`config.mk`:
```
export PLATFORM = sky130hd
export DESIGN_NAME = mwcs_ram
export DESIGN_NICKNAME = d
export VERILOG_FILES = /design/src/hw/rtl/mwcs_ram.sv
export SDC_FILE = /design/constraint.sdc
export NUM_CORES = 1
export LEC_CHECK = 0
export BUFFER_PORTS_ARGS = -buffer_cell sky130_fd_sc_hd__buf_2
export CORE_ASPECT_RATIO = 1.2
export CORE_MARGIN = 1.5
export CORE_UTILIZATION = 40
export CTS_BUF_LIST = sky130_fd_sc_hd__clkbuf_2 sky130_fd_sc_hd__clkbuf_4 sky130_fd_sc_hd__clkbuf_8
export DETAILED_ROUTE_END_ITERATION = 8
export PLACE_DENSITY_LB_ADDON = 0.3
export RECOVER_POWER = 50
export SYNTH_ARGS = -nofsm -noshare
export SYNTH_HDL_FRONTEND = slang
export SYNTH_SLANG_ARGS = --single-unit
export TNS_END_PERCENT = 5
```
`constraint.sdc`:
```
create_clock -name clk -period 4.1 [get_ports clk]
set_input_delay 0.205 -clock clk [delete_from_list [all_inputs] [get_ports clk]]
set_output_delay 0.205 -clock clk [all_outputs]
set_load 0.02 [all_outputs]
```
`src/hw/rtl/mwcs_ram.sv`:
```
module mwcs_ram #(
  parameter int WIDTH = 8,
  parameter int DEPTH = 16
) (
  input  logic                                       clk,
  input  logic                                       we,
  input  logic [(DEPTH > 1 ? $clog2(DEPTH) : 1)-1:0] waddr,
  input  logic [WIDTH-1:0]                           wdata,
  input  logic [(DEPTH > 1 ? $clog2(DEPTH) : 1)-1:0] raddr,
  output logic [WIDTH-1:0]                           rdata
);

  logic [WIDTH-1:0] mem [DEPTH];

  always_ff @(posedge clk) begin
    if (we) begin
      mem[waddr] <= wdata;
    end
    rdata <= mem[raddr];
  end

endmodule

```
== Yosys cells after proc, flatten, opt, wreduce, memory -nomap -nowiden ==
Memory sizes are Yosys's and may differ from the RTL's. A register that Yosys moved wholly into a read port is not among the register bits.
Index checks and enable logic that the tools add are counted.

* Mux-type cells: 2

{| class="wikitable"
|+ Operators with widths
! kind !! number
|-
| 1-bit 2-to-1 mux || 2
|}

* Input bits: 18
* Memories: 1
* Bits in registers: 0
* Word-level logic and storage cells: 3
* Output and inout bits: 8
* Memory bits (writable): 128

{| class="wikitable"
|+ Memories
! name !! words !! bits a word !! rd ports !! clocked after memory_dff !! wr ports !! line !! RTL
|-
| mem || 16 || 8 || 1 || 1 || 1 || 13 || <nowiki>logic [WIDTH-1:0] mem [DEPTH];</nowiki>
|}

== Depth between registers and ports, before layout ==
* Depth after elaboration: 2
* Depth in mapped cells: 5
* Gate-level depth less buffers: 3

== Worst setup path after synthesis ==
No wires, ideal clock.

* Path type: in2reg
* Start point: input port waddr[2] (netlist bit)
* End point: memory mem[0][0], enable pin
* Slack: 2.402 ns
* Cell stages on the path: 2
* Arrival time: 1.315 ns
* Data required time: 3.717 ns
* Buffers on the path: 0
* Library setup time: 0.383 ns
* Cells stage by stage: or3b_2 > nor3_1

{| class="wikitable"
|+ RTL lines
! what !! line !! RTL
|-
| start: declaration || 7 || <nowiki>input logic [(DEPTH > 1 ? $clog2(DEPTH) : 1)-1:0] waddr,</nowiki>
|-
| end: declaration || 13 ||
|}

No word-level cell before the write port.

==> results.yml <==
layout:
  antenna_cells: 0
  multi_input_area_sq_um: 1070
  num-fill-cells: 1106
  fin_util_pct: 45.7
  seqCellArea_sq_um: 4000
  drive_gt1_share_pct: 22.7
  nets: 282
  syn2layout_area_growth_pct: 12.0
routing:
  wirelength_mm: 9.92
  dr.pass1.iters: 6
  drt_iter0_drc: 252
  wl_per_cell_um: 22.5
  ant_nets: 0
  vias: 2373
  drc: 0
  viasPerCell: 5.38
timing:
  hold_viol: 0
  fin_setup_tns_ns: 0
  min_period_ns: 1.78
  fmax_mhz: 563
  worst_pin_slew_ns: 1.37
  rsz0062_at_grt: "no"
  slew_headroom_pct: 7.95
  min_period_over_period_pct: 43.3
  skew_ns: 0.0125
  setup_viol: 0
  finalMaxSlewViolations: 0
clock_tree:
  clk_path_buf_depth: 2
  htreeDepth: 4
  clock-root-buffer: "clkbuf_8"
  cts_tree: "yes"
  clock-sinks: 136
  cts_buffers: 17
  clk_transition_reported_paths_ns: 0.07
  cts_resized: 0
  cts_setup_buffers: 0
  insertion_delay_ns: 0.43
  cts_hold_buffers: 0
power_and_ir_drop:
  vdd_ir_drop_max_v: 0.000247
  p_seq_share_pct: 57.2
  p_per_area_nw_per_um2: 474
  clock_power_share_pct: 37.5
  internal-power_mw: 2.14
  combPwrFrac_pct: 5.3
  p_switching_mw: 0.590
  power_mw: 2.73
  switching_share_pct: 21.6
  p_leak_nw: 1.84
global_route:
  grt_pass1_vias: 2504
  grt_pass1_wl_mm: 14.9
  antenna_found_initial: 0
  groute.layer.met1.usage_pct: 21.1
  overflow: 0
  grt_max_degree: 33
  top_usage_layer: "met2"
  grt_use_total_pct: 16.0
  grtUsageMet2_pct: 25.5
  gr-usage-met3_pct: 4.13
synthesis:
  synth_top_area_share_pct: 74.7
  syn_inst: 229
  netlist_area_sq_um: 5150
  synth_area_per_cell_sq_um: 22.5
  synth_seq_area_share_pct: 77.8
  ys_warn_count: 0
  synth.net_count: 247
  synthTopCellsByArea: "edfxtp_1 75%, mux4_2 7.9%, mux4_1 7.1%"
  yosysUniqueCellTypes: 19
  ys_ff_latch: 136
  synth_area_leader_cell: "edfxtp_1"
placed_design:
  routabilityCongestion: 0.709
  dpl.hpwl_mm: 6.22
  portBuffers: 25
worst_setup_path:
  regToRegSetupSlack_ns: 2.71
  timing.rr.end: "rdata[1]$_DFF_P_"
  worst-path-buf-inv: 1
  worstPathArrival_ns: 2.09
  crit_family: "buffers and inverters"
  end_kind: "flip-flop"
  r2r-start: "mem[0][1]$_DFFE_PP_"
  path_max_fanout: 32
  required_ns: 4.41
  cp-start-kind: "primary input"
  ff2ff_path_depth: 3
  worst-setup-path-type: "in2reg"
  cp_cell_sequence: "buf_2 -> mux4_1 -> a22oi_1 -> nand2_1"
  cp_slowest_cell: "buf_2"
  slowest_delay_ns: 0.80
job:
  cap_violations: 0
hold_path:
  hold_path_depth: 2
  worstHoldStart: "waddr[0]"
  worstHoldPathType: "in2reg"
  hold_path_end: "mem[0][6]$_DFFE_PP_"
floorplan:
  core-area_sq_um: 12600
  die_w_um: 107
  floorplan.initialDensity_pct: 40.8
  die_h_um: 127
  dieArea_sq_um: 13600
  num_rows: 45
  num_io_pins: 26
status:
  status: "completed"
## state kept, by name, summed over array words and instances, names as in the netlist
| signal | flops |
|---|---|
| rdata | 8 |
| mem | 128 |
## kinds of logic after synthesis
family	count (synthesis)	synth area share (%)
compound gates	16	2.33
buf+inv	10	1.68
flops	136	77.8
mux	32	15.0
simple gates	35	3.18
## how the worst max path moves through the flow
stage,startpoint,end,cells after the start
after floorplan,waddr[2],mem[0][0]$_DFFE_PP_,2
after global placement,raddr[0],rdata[1]$_DFF_P_,4
after detailed placement,raddr[0],rdata[1]$_DFF_P_,4
after CTS,raddr[0],rdata[1]$_DFF_P_,4
after global routing,raddr[0],rdata[1]$_DFF_P_,4
final,raddr[0],rdata[1]$_DFF_P_,4
## layer usage
layer | routed length, um | up-vias
met3 | 387 | 15
met5 | 0 | -
met1 | 4460 | 1246
li1 | - | 1043
met2 | 4910 | 69
met4 | 163 | 0
## power by group through the flow
stage               sequential, mW  combinational [mW]  clock (mW)
global route                  1.57               0.157        1.09
finish                        1.56               0.145        1.02
global placement              1.59               0.147           0
floorplan                     1.60              0.0789           0
CTS                           1.56               0.151        1.04
detailed placement            1.59               0.150           0
## worst register-to-register path: cells and delay by family (launching register included)
| family | cells | cell delay (ns) |
|---|---|---|
| muxes | 1 | 0.52 |
| and+or+nand+nor | 1 | 0.09 |
| DFF | 1 | 0.37 |
| AOI/OAI and AO/OA | 1 | 0.30 |
## layout make-up
class | instances | share of cell area (%)
Clock buffer | 18 | 4.19
Clock inverter | 14 | 2.32
Sequential cell | 136 | 69.5
Tap cell | 164 | 3.56
Timing Repair Buffer | 26 | 1.95
Multi-Input combinational cell | 83 | 18.5
## layout by cell type, fill, tap and decap left out
cell type | netlist | routed
clkinv_2 | 0 | 4
clkinvlp_4 | 0 | 5
and2b_1 | 1 | 1
nand2_1 | 9 | 9
and2_1 | 1 | 1
nand2b_1 | 2 | 2
buf_2 | 3 | 12
bufinv_16 | 0 | 2
nor3_1 | 4 | 2
nand3_1 | 1 | 1
clkbuf_8 | 0 | 17
mux4_2 | 18 | 18
nor2b_1 | 1 | 1
clkinv_1 | 0 | 2
dfxtp_1 | 8 | 8
nor2_1 | 13 | 13
clkinv_4 | 0 | 1
or3b_2 | 1 | 1
mux4_1 | 14 | 14
nor3_2 | 0 | 2
a22oi_1 | 16 | 16
nand3b_1 | 2 | 2
clkbuf_1 | 0 | 14
clkbuf_4 | 0 | 1
edfxtp_1 | 128 | 128
## synthesized netlist by cell type (all sizes together)
master	instances
clkdlybuf4s25	3
nor2	13
nor2b	1
nand3	1
nor3	4
dfxtp	8
and2	1
nand2	9
nand2b	2
buf	7
nand3b	2
or3b	1
and2b	1
edfxtp	128
a22oi	16
mux4	32
## stage by stage
stage | instances | hold slack (ns) | area [sq um] | worst slack, ns
after floorplan | 229 | 0.304 | 5150 | 2.40
after global placement | 408 | 0.587 | 5410 | 1.83
after detailed placement | 408 | 0.600 | 5410 | 1.81
after CTS | 440 | 0.144 | 5780 | 2.27
after global routing | 441 | 0.275 | 5760 | 2.19
final | 441 | 0.283 | 5760 | 2.32
No activity file was read; power rests on OpenSTA's default activity.
